$ cat src/design/lucas_kanade_dense_flow_defines.svh
// Assertion macros for the dense optical flow block.
// Used by the top level; expects clk and rst in the scope of each use.
`ifndef LUCAS_KANADE_DENSE_FLOW_DEFINES_SVH
`define LUCAS_KANADE_DENSE_FLOW_DEFINES_SVH

// Consequent must hold in the same cycle as the antecedent.
`define LKDF_ASSERT_IMP(name, pre, con) \
  name: assert property (@(posedge clk) disable iff (rst) (pre) |-> (con)) \
    else $error("lkdf assertion failed");

// Consequent must hold in the cycle after the antecedent.
`define LKDF_ASSERT_NXT(name, pre, con) \
  name: assert property (@(posedge clk) disable iff (rst) (pre) |=> (con)) \
    else $error("lkdf assertion failed");

`endif

$ cat src/design/lkdf_pkg.sv
// Shared types and constants of the dense optical flow block.
// No dependencies; every module file imports it.
package lkdf_pkg;

  localparam int DEF_MAX_WIDTH     = 1024;
  localparam int DEF_WINDOW_SIZE   = 5;
  localparam int DEF_FRACTION_BITS = 16;

  localparam int PIX_W     = 8;
  localparam int GRAD_W    = 11;
  localparam int ENTRY_W   = 3 * GRAD_W;
  localparam int FLOW_W    = 32;
  localparam int ROW_W     = 12;
  localparam int OUT_COL_W = 10;
  localparam int DIM_W     = 14;
  localparam int MIN_DIM   = 8;
  localparam int MAX_HEIGHT = 4096;
  localparam int WIDTH_REG_W  = 11;
  localparam int HEIGHT_REG_W = 13;
  localparam int NUM_SUMS  = 5;

  localparam logic [WIDTH_REG_W-1:0]  RESET_WIDTH  = 11'd640;
  localparam logic [HEIGHT_REG_W-1:0] RESET_HEIGHT = 13'd480;

  localparam logic REG_IMAGE_WIDTH  = 1'b0;
  localparam logic REG_IMAGE_HEIGHT = 1'b1;

  typedef enum logic [3:0] {
    ST_IDLE, ST_GRAD, ST_MAC, ST_RED, ST_MUL, ST_DIFF, ST_CHK, ST_DIV, ST_OUT
  } state_t;

  typedef struct packed {
    logic capture;
    logic commit;
    logic grad_on;
  } front_ctrl_t;

  typedef struct packed {
    logic load;
    logic mac;
    logic pass;
  } cell_ctrl_t;

endpackage

$ cat src/design/lkdf_divider.sv
// Restoring divider, one quotient bit a cycle, with rounding and saturation
// of the flow result to signed fixed point. Depends on lkdf_pkg.
module lkdf_divider import lkdf_pkg::*; #(
  parameter int NUM_W         = 55,
  parameter int FRACTION_BITS = DEF_FRACTION_BITS
) (
  input  logic              clk,
  input  logic              rst,
  input  logic              start,
  input  logic [NUM_W-1:0]  num,
  input  logic [NUM_W-1:0]  den,
  output logic              done,
  output logic [FLOW_W-1:0] quo
);

  localparam int STEPS = NUM_W + FRACTION_BITS + 1;
  localparam int CNT_W = $clog2(STEPS);

  logic              run, neg, over;
  logic [CNT_W-1:0]  cnt;
  logic [NUM_W-1:0]  dividend, divisor, rem;
  logic [FLOW_W:0]   q;
  logic [NUM_W:0]    trial;
  logic              fits;
  logic [FLOW_W+1:0] rnd;
  logic [FLOW_W:0]   mag;

  assign trial = {rem, dividend[NUM_W-1]};
  assign fits  = trial >= {1'b0, divisor};

  always_ff @(posedge clk) begin
    if (rst) begin
      run  <= 1'b0;
      done <= 1'b0;
    end else if (start) begin
      run  <= 1'b1;
      done <= 1'b0;
    end else if (run && cnt == CNT_W'(STEPS - 1)) begin
      run  <= 1'b0;
      done <= 1'b1;
    end
  end

  // Zeros shift in behind the numerator and supply the fraction bits.
  always_ff @(posedge clk) begin
    if (start) begin
      dividend <= num[NUM_W-1] ? ~num + 1'b1 : num;
      divisor  <= den[NUM_W-1] ? ~den + 1'b1 : den;
      neg      <= num[NUM_W-1] ^ den[NUM_W-1];
      rem      <= '0;
      q        <= '0;
      over     <= 1'b0;
      cnt      <= '0;
    end else if (run) begin
      dividend <= {dividend[NUM_W-2:0], 1'b0};
      rem      <= fits ? NUM_W'(trial - {1'b0, divisor}) : trial[NUM_W-1:0];
      q        <= {q[FLOW_W-1:0], fits};
      over     <= over | q[FLOW_W];
      cnt      <= cnt + 1'b1;
    end
  end

  // The quotient carries one extra fraction bit for round half away from zero.
  always_comb begin
    rnd = {1'b0, q} + 1'b1;
    mag = rnd[FLOW_W+1:1];
    if (neg) begin
      if (over || mag[FLOW_W] || (mag[FLOW_W-1] && |mag[FLOW_W-2:0])) begin
        quo = {1'b1, {(FLOW_W-1){1'b0}}};
      end else begin
        quo = ~mag[FLOW_W-1:0] + 1'b1;
      end
    end else begin
      if (over || mag[FLOW_W] || mag[FLOW_W-1]) begin
        quo = {1'b0, {(FLOW_W-1){1'b1}}};
      end else begin
        quo = mag[FLOW_W-1:0];
      end
    end
  end

endmodule

$ cat config.mk
export PLATFORM = sky130hd
export DESIGN_NAME = lkdf_divider
export DESIGN_NICKNAME = d
export VERILOG_FILES = /design/src/design/lucas_kanade_dense_flow_defines.svh /design/src/design/lkdf_pkg.sv /design/src/design/lkdf_divider.sv
export SDC_FILE = /design/constraint.sdc
export NUM_CORES = 1
export LEC_CHECK = 0
export CORE_ASPECT_RATIO = 1.5
export CORE_MARGIN = 2
export CORE_UTILIZATION = 30
export DETAILED_ROUTE_END_ITERATION = 6
export DONT_BUFFER_PORTS = 1
export GPL_TIMING_DRIVEN = 0
export HOLD_SLACK_MARGIN = 0.02
export SLEW_MARGIN = 10
export SYNTH_ARGS = -nofsm -noshare
export SYNTH_HDL_FRONTEND = slang
export SYNTH_SLANG_ARGS = --single-unit
$ cat constraint.sdc
create_clock -name clk -period 5.44 [get_ports clk]
set_input_delay 1.088 -clock clk [delete_from_list [all_inputs] [get_ports clk]]
set_output_delay 1.088 -clock clk [all_outputs]
set_load 0.02 [all_outputs]
==> impl_metrics.toml <==
[cells_and_area]
n_antenna_cell = 0
regArea_um2 = 5298
final_nets = 2112
multi_input_area_um2 = 9849
nFillCells = 5493
area_delta_synth_final_pct = 11.62
fin_cells = 2629
drive_above_1_share_pct = 6.298
design_area_um2 = 17470

[clocking]
cts_tree = "done"
cts_max_path_buffers = 3
htree_levels = 1
holdBufCountCts = 0
cts-root-buf = "clkbuf_16"
path_clk_slew_ns = 0.07
cts.sinks = 209
cts_made_buffers = 21
clock_latency_ns = 0.53

[route]
drtAntennaViolNets = 0
drcViolationCount = 0
vias = 14330
viasPerCell = 5.452
drt-pass1-iter-count = 5
drt_wl_total_um = 50860
drtIter0Drc = 753
wl_per_cell_um = 19.34

[timing]
finalHoldViolations = 0
setup_viol = 0
period_minus_slack_ns = 5.335
rsz0062_at_grt = "true"
period_share_pct = 98.07
slew_violations = 0
hold_slack_ns = 0.4912
worst_slew_pin_slew_ns = 0.9690
fin_setup_tns_ns = 0
slew-limit-headroom_pct = 35.40
finalClockSkew_ns = 0.01161
fmax_mhz = 187.4

[placement]
gp_congestion = 0.9256
place_area_um2 = 16520
numPortBuffers = 0
dp_cells = 2584
dp_hpwl_um = 39390

[status]
status = "completed"

[pwr]
p_leak_nw = 6.479
design_power_total_mw = 4.569
powerDensity_nw_per_um2 = 261.6
ir_drop_mv = 0.1764

[synthesis]
syn-num-nets = 2081
synth_ff_type = "edfxtp_1"
synth_most_common_cell = "nand2_1"
synth.top_cell.area_share_pct = 21.30
avgSynthCellArea_um2 = 8.206
synth_area_um2 = 15650
yosys.area.top_type = "edfxtp_1"
yosys-top-cells-area = "edfxtp_1, dfxtp_1, xnor2_1, a21oi_1, nand2_1"
synthArstFlopShare_pct = 0
ys_seq_area_share_pct = 33.84
synth_edf_count = 111
yosysWarnings = 0
syn_inst = 1907
synth-seq-cells = 209
ys_types = 77
synthTopCellsByCount = "nand2_1, nor2_1, a21oi_1"

[worst_setup_path]
end_kind = "output port"
cpPeakStageDelay_ns = 0.62
path_buf_inv = 2
path_cells = "buf_2 > and4_1 > nand3_1 > buf_2 > nor4_1 > o211ai_1 > o31ai_1 > nand4_1 > o21ai_4 > o21ai_0 > a22oi_1"
worst_ep_arrival_time_ns = 4.25
crit_top_cell = "buf_2"
critPathRequiredTime_ns = 4.35
slowest_stage = "nor4_1"
crit_family = "compound AO/OA/AOI/OAI gates"
start_kind = "flop"
critical_path.max_fanout = 10
crit_type = "reg -> out"

[grt]
grt_use_total_pct = 18.29
antenna_found_initial = 0
grt_max_degree = 58
grt_pass1_wl_um = 78460
grt_pass1_vias = 14360
gr-total-overflow = 0

[floorplanning]
fp-row-count = 102
die_w_um = 190.5
core-area_um2 = 51560
initial_core_util_pct = 30.35
die-area_um2 = 54040
fp.dieH_um = 283.7
ios = 146

[min_path]
holdCritPathClass = "reg -> reg"

[flow_run]
maxCapViolCount = 0
## cell type report
type | instances | share of cell area, %
clock inverter | 12 | 0.3797
tap | 676 | 4.842
sequential | 209 | 30.33
inverter | 85 | 1.827
clock buffer | 26 | 3.288
buffer | 110 | 2.486
timing repair buffer | 9 | 0.4585
multi-input combinational | 1502 | 56.39
## worst min-delay path, cell delays in order, from the launching register on
cell      delay, ns
dfxtp_1        0.32
nand2_1        0.06
a311oi_1       0.07
## cells by family (layout without fill, tap and decap cells)
family	count (synthesis)	in the layout	synth area share [%]
AOI/OAI and AO/OA	533	533	22.14
DFF	209	209	33.84
buffers and inverters	196	242	4.789
muxes	48	48	3.086
and+or+nand+nor	667	667	20.42
xor gates and xnor gates	193	193	10.80
adders and majority gates	61	61	4.925
## state kept, by name, summed over array words and instances (netlist names)
register,count
done,1
divisor,55
over,1
neg,1
rem,55
cnt,7
q,33
run,1
dividend,55
## placed cells by master, fill, tap and decap left out, types with 37 or more instances in the layout
| cell | count |
|---|---|
| xor2_1 | 85 |
| or3_1 | 37 |
| nor2_1 | 198 |
| dfxtp_1 | 96 |
| o21ai_0 | 105 |
| nand2_1 | 202 |
| o31ai_1 | 38 |
| clkbuf_1 | 89 |
| nand3_1 | 37 |
| inv_1 | 83 |
| edfxtp_1 | 111 |
| mux2i_1 | 46 |
| xnor2_1 | 108 |
| a21oi_1 | 153 |
| ha_1 | 60 |
## final timing paths
kind / start / endpoint / slack, ns / cells past startpoint
hold reg to reg: rem[27]$_SDFFE_PP0P_ / rem[28]$_SDFFE_PP0P_ / 0.49 / 2
hold / removal: rem[27]$_SDFFE_PP0P_ / rem[28]$_SDFFE_PP0P_ / 0.49 / 2
setup reg to reg: divisor[42]$_DFFE_PP_ / rem[4]$_SDFFE_PP0P_ / 0.48 / 14
setup / recovery: q[8]$_SDFFE_PP0P_ / quo[17] / 0.10 / 11
## power by group
| group | switching (mW) | internal [mW] | total, mW |
|---|---|---|---|
| combinational | 0.824 | 0.456 | 1.28 |
| clock | 0.654 | 0.753 | 1.41 |
| sequential | 0.0665 | 1.81 | 1.88 |
## layer usage
metal  global-route usage, %  up-vias  wire length [um]
met5                       0        -                 0
met4                   7.771        0              1997
met3                   1.571      108              2122
met2                   35.68      381             27530
met1                   19.68     6829             19210
li1                        -     7016                 -
## per-stage QoR
step,worst slack [ns],utilization (%)
final,0.1049,33.88
after CTS,0.02745,33.70
after floorplan,0.3919,-
after global placement,-1.463,31.99
after detailed placement,-0.8813,32.04
after global routing,-0.009045,33.88
## timing repair
item                                    in CTS  in global routing
pin swaps                                    4                  7
buffers inserted                             6                  2
endpoints found under the setup margin      32                 30
resized for setup                           31                 16
gates cloned                                 0                  0
Note: power is estimated with default switching activity, not from simulation.
