$ cat config.mk
export PLATFORM = sky130hd
export DESIGN_NAME = lkdf_cell
export DESIGN_NICKNAME = d
export VERILOG_FILES = /design/src/design/lucas_kanade_dense_flow_defines.svh /design/src/design/lkdf_pkg.sv /design/src/design/lkdf_cell.sv
export SDC_FILE = /design/constraint.sdc
export NUM_CORES = 2
export LEC_CHECK = 0
export BUFFER_PORTS_ARGS = -buffer_cell sky130_fd_sc_hd__buf_2
export CAP_MARGIN = 20
export CORE_AREA = 2 2 264 266
export CTS_BUF_LIST = sky130_fd_sc_hd__clkbuf_8
export DETAILED_ROUTE_END_ITERATION = 10
export DIE_AREA = 0 0 266 268
export PLACE_DENSITY = 0.79
export SETUP_SLACK_MARGIN = 0.05
export SLEW_MARGIN = 20
export SYNTH_ARGS = -nofsm -noshare
export SYNTH_HDL_FRONTEND = slang
export SYNTH_SLANG_ARGS = --single-unit
$ cat constraint.sdc
create_clock -name clk -period 8 [get_ports clk]
set_clock_uncertainty 0.1 [all_clocks]
set_input_delay 1.2 -clock clk [delete_from_list [all_inputs] [get_ports clk]]
set_output_delay 1.2 -clock clk [all_outputs]
set_load 0.01 [all_outputs]
$ cat src/design/lucas_kanade_dense_flow_defines.svh
// Assertion macros for the dense optical flow block.
// Used by the top level; expects clk and rst in the scope of each use.
`ifndef LUCAS_KANADE_DENSE_FLOW_DEFINES_SVH
`define LUCAS_KANADE_DENSE_FLOW_DEFINES_SVH

// Consequent must hold in the same cycle as the antecedent.
`define LKDF_ASSERT_IMP(name, pre, con) \
  name: assert property (@(posedge clk) disable iff (rst) (pre) |-> (con)) \
    else $error("lkdf assertion failed");

// Consequent must hold in the cycle after the antecedent.
`define LKDF_ASSERT_NXT(name, pre, con) \
  name: assert property (@(posedge clk) disable iff (rst) (pre) |=> (con)) \
    else $error("lkdf assertion failed");

`endif

$ cat src/design/lkdf_pkg.sv
// Shared types and constants of the dense optical flow block.
// No dependencies; every module file imports it.
package lkdf_pkg;

  localparam int DEF_MAX_WIDTH     = 1024;
  localparam int DEF_WINDOW_SIZE   = 5;
  localparam int DEF_FRACTION_BITS = 16;

  localparam int PIX_W     = 8;
  localparam int GRAD_W    = 11;
  localparam int ENTRY_W   = 3 * GRAD_W;
  localparam int FLOW_W    = 32;
  localparam int ROW_W     = 12;
  localparam int OUT_COL_W = 10;
  localparam int DIM_W     = 14;
  localparam int MIN_DIM   = 8;
  localparam int MAX_HEIGHT = 4096;
  localparam int WIDTH_REG_W  = 11;
  localparam int HEIGHT_REG_W = 13;
  localparam int NUM_SUMS  = 5;

  localparam logic [WIDTH_REG_W-1:0]  RESET_WIDTH  = 11'd640;
  localparam logic [HEIGHT_REG_W-1:0] RESET_HEIGHT = 13'd480;

  localparam logic REG_IMAGE_WIDTH  = 1'b0;
  localparam logic REG_IMAGE_HEIGHT = 1'b1;

  typedef enum logic [3:0] {
    ST_IDLE, ST_GRAD, ST_MAC, ST_RED, ST_MUL, ST_DIFF, ST_CHK, ST_DIV, ST_OUT
  } state_t;

  typedef struct packed {
    logic capture;
    logic commit;
    logic grad_on;
  } front_ctrl_t;

  typedef struct packed {
    logic load;
    logic mac;
    logic pass;
  } cell_ctrl_t;

endpackage

$ cat src/design/lkdf_cell.sv
// One window column: holds its gradients, forms its five product sums,
// and hands column and sums to the next cell. Depends on lkdf_pkg.
module lkdf_cell import lkdf_pkg::*; #(
  parameter int WINDOW_SIZE = DEF_WINDOW_SIZE,
  parameter int SUM_W       = 27
) (
  input  logic                           clk,
  input  cell_ctrl_t                     ctrl,
  input  logic [WINDOW_SIZE*ENTRY_W-1:0] col_in,
  output logic [WINDOW_SIZE*ENTRY_W-1:0] col_out,
  input  logic [NUM_SUMS*SUM_W-1:0]      acc_in,
  output logic [NUM_SUMS*SUM_W-1:0]      acc_out
);

  logic [ENTRY_W-1:0]        ent [WINDOW_SIZE];
  logic signed [SUM_W-1:0]   acc [NUM_SUMS];
  logic signed [GRAD_W-1:0]  gx, gy, gt;
  logic signed [2*GRAD_W-1:0] prod [NUM_SUMS];

  always_comb begin
    gx = $signed(ent[0][GRAD_W-1:0]);
    gy = $signed(ent[0][2*GRAD_W-1:GRAD_W]);
    gt = $signed(ent[0][3*GRAD_W-1:2*GRAD_W]);
    prod[0] = gx * gx;
    prod[1] = gx * gy;
    prod[2] = gy * gy;
    prod[3] = gx * gt;
    prod[4] = gy * gt;
  end

  // Accumulation rotates the column once around, leaving it as loaded.
  always_ff @(posedge clk) begin
    priority if (ctrl.load) begin
      for (int k = 0; k < WINDOW_SIZE; k++) begin
        ent[k] <= col_in[k*ENTRY_W +: ENTRY_W];
      end
      for (int n = 0; n < NUM_SUMS; n++) begin
        acc[n] <= '0;
      end
    end else if (ctrl.mac) begin
      for (int k = 0; k < WINDOW_SIZE - 1; k++) begin
        ent[k] <= ent[k+1];
      end
      ent[WINDOW_SIZE-1] <= ent[0];
      for (int n = 0; n < NUM_SUMS; n++) begin
        acc[n] <= acc[n] + {{(SUM_W-2*GRAD_W){prod[n][2*GRAD_W-1]}}, prod[n]};
      end
    end else if (ctrl.pass) begin
      for (int n = 0; n < NUM_SUMS; n++) begin
        acc[n] <= $signed(acc_in[n*SUM_W +: SUM_W]);
      end
    end
  end

  always_comb begin
    for (int k = 0; k < WINDOW_SIZE; k++) begin
      col_out[k*ENTRY_W +: ENTRY_W] = ent[k];
    end
    for (int n = 0; n < NUM_SUMS; n++) begin
      acc_out[n*SUM_W +: SUM_W] = acc[n];
    end
  end

endmodule

==> metrics.csv <==
metric,value,unit
post-synthesis sequential area ratio,0.221,
WL per Instance,19.5,um
HP Class,register to register,
crit-path max FO,15,
DP HPWL,93600,um
arrival time worst endpoint,8.00,ns
area grow syn2layout,13.8,%
Slew @ Worst Pin,1.28,ns
area of the mapped netlist,40700,sq um
Yosys warnings,0,
CTS Buf Count,54,
Most used DFF post-synth,edfxtp_1,
Synth top cells by count,"885 x nand2_1, 771 x inv_1, 555 x fa_1",
maximum root-to-sink buffer count,3,
max-capacitance violation count,0,
Synth Register Bits,300,
largest area contributor in the netlist,fa_1,
Layout Nets,6302,
Die Area,71300,sq um
Iteration-0 DRC Markers,2515,
combinational family with the most area after synthesis,adder cells,
global-route wire length before repair,180000,um
status,"finished, violations left",
Ports,604,
H-tree depth,2,
Final Util,0.679,
initial core utilization,0.597,
Syn Area/Cell,9.14,sq um
dpl cell area,45000,sq um
mux cell area share after synthesis,0.000983,
share of the synthesized area in the top cell type,0.273,
Critical Path RT,8.30,ns
critical path type,register to register,
Max Slew Vio Count,0,
final worst setup slack,0.309,ns
# clock sinks,300,
relative slew slack,0.143,
TNS Setup,0,ns
Via Count,33500,
GP Congestion,0.955,
Cells after Synth,4453,
most frequent cell after synthesis,nand2_1,
Routed Antenna Nets,0,
final-report hold violation count,0,
minimum clock period,7.69,ns
fin crit share,0.961,
# DRC,2,
largest net degree at the start of global routing,193,
Netlist cell types,77,
"Reg clk slew, reported paths",0.06,ns
CTS Hold Bufs,0,
CTS tree,built,
WL final,117000,um
crit end category,register,
Async SR Flop Fraction,0,
PortBufs,603,
pre-CTS setup slack,0.180,ns
vias in the first global route,34000,
Die W,266,um
"Setup violations, final",0,
post-synthesis net count,5682,
All-Layer GR Usage,0.326,
GRT overflow,0,
failing checks,DRC,
Simple-Gate Fraction of Synth Area,0.148,
Compound-Gate Fraction of Synth Area,0.105,
"slowest stage delay, CP",0.55,ns
Max Fclk,0.130,GHz
antenna violations before repair,5,
xor/xnor share of the synthesized area,0.0515,
Rows,96,
Post-synth EDFFs,300,
"Clk Latency, worst-skew pair",0.70,ns
Die Ht,268,um
R2R depth,30,
Slowest cell on crit path,fa_1,
WHS Path Cells,2,
core area,68200,sq um
Worst setup SP type,register,
CTS root buf,clkbuf_8,
drt pass-1 iters,8,
share of layout cells above drive strength 1,0.164,
Final Cell Area,46300,sq um
vias per cell,5.57,
Synth Area in Adders,0.387,
Area contributors post-synth,"fa_1 27%, edfxtp_1 22%, ha_1 11%, nand2_1 8.2%, inv_1 7.1%",
==> cells in the final DEF (no fill, tap or decap), types with 6 or more instances in the layout <==
cell	synthesis	routed
o21a_1	20	20
buf_2	0	603
a22o_1	16	16
and2_1	166	166
nor3_1	34	34
buf_12	0	13
nand2b_1	25	24
a211oi_1	21	21
fa_1	555	555
nor2b_1	24	23
clkbuf_8	0	55
or3_1	11	10
o21bai_1	31	31
a41oi_1	6	6
edfxtp_1	300	300
a21o_1	78	78
o21ai_0	161	161
a32o_1	9	9
o31ai_1	19	18
xor2_1	73	73
a211o_1	10	10
a31oi_1	20	18
clkinv_1	5	18
nand3_1	35	35
o21ai_1	31	30
xnor2_1	164	164
buf_4	0	106
or2_2	14	13
ha_1	370	369
nand2_1	885	885
o2111ai_1	7	7
and3_1	17	17
nor2_1	154	153
clkinv_2	0	9
a21boi_0	7	7
inv_1	771	789
a21oi_1	158	157
o211ai_1	9	9
==> sequential cells by signal, summed over array words and instances, names as in the netlist <==
signal	cells
acc	135
ent	165
==> worst paths after layout <==
path	slack, ns	endpoint	from
worst max-delay path	0.31	acc[0][134]$_DFFE_PP_	ent[0][27]$_DFFE_PP_
worst min-delay path	0.43	ent[0][95]$_DFFE_PP_	ent[0][128]$_DFFE_PP_
worst max register to register	0.31	acc[0][134]$_DFFE_PP_	ent[0][27]$_DFFE_PP_
worst min register to register	0.43	ent[0][95]$_DFFE_PP_	ent[0][128]$_DFFE_PP_
==> kinds of logic (layout without fill, tap and decap cells) <==
| family | Yosys count | after routing |
|---|---|---|
| adder cells (fa/ha/maj) | 925 | 925 |
| AND/OR/NAND/NOR | 1387 | 1387 |
| flip-flops | 300 | 300 |
| XOR/XNOR | 238 | 238 |
| AO/OA/AOI/OAI | 661 | 661 |
| other | 0 | 4 |
| buffers and inverters | 938 | 1600 |
| multiplexers | 4 | 4 |
==> cell type report <==
type / instances / area, sq um
multi-input combinational: 3215 / 28200
fill: 5565 / 21900
sequential: 300 / 9010
timing repair buffer: 726 / 4110
inverter: 776 / 2920
tap: 882 / 1100
clock buffer: 55 / 757
clock inverter: 43 / 193
antenna: 4 / 10.0
==> what timing repair did <==
item	in CTS	in global routing
resized for setup	0	11
endpoints found under the setup margin	0	12
buffers inserted	0	39
==> through the flow <==
stage / hold slack [ns] / cells
after floorplan: 0.482 / 4453
after global placement: 0.412 / 5860
after detailed placement: 0.418 / 5860
after CTS: 0.428 / 5958
after global routing: 0.450 / 5999
final: 0.432 / 6001
==> routing by layer <==
metal | part of all wire | up-vias | wire length [um] | GRT usage
li1 | - | 15500 | - | -
met1 | 0.38 | 16300 | 44700 | 0.409
met2 | 0.49 | 1306 | 57900 | 0.554
met3 | 0.080 | 329 | 9400 | 0.0648
met4 | 0.045 | 2 | 5240 | 0.131
met5 | 0.000077 | - | 9 | 0
==> critical path, delay by kind of cell (launching register included) <==
| kind | cells | cell delay [ns] |
|---|---|---|
| flip-flops | 1 | 0.50 |
| buffers and inverters | 6 | 0.55 |
| XOR/XNOR | 3 | 0.50 |
| AO/OA/AOI/OAI | 10 | 1.87 |
| AND/OR/NAND/NOR | 4 | 0.69 |
| adder cells (fa/ha/maj) | 7 | 3.23 |
Power is not shown: default switching activity piles up to over one toggle a cycle in this logic, so the estimate is an artifact.
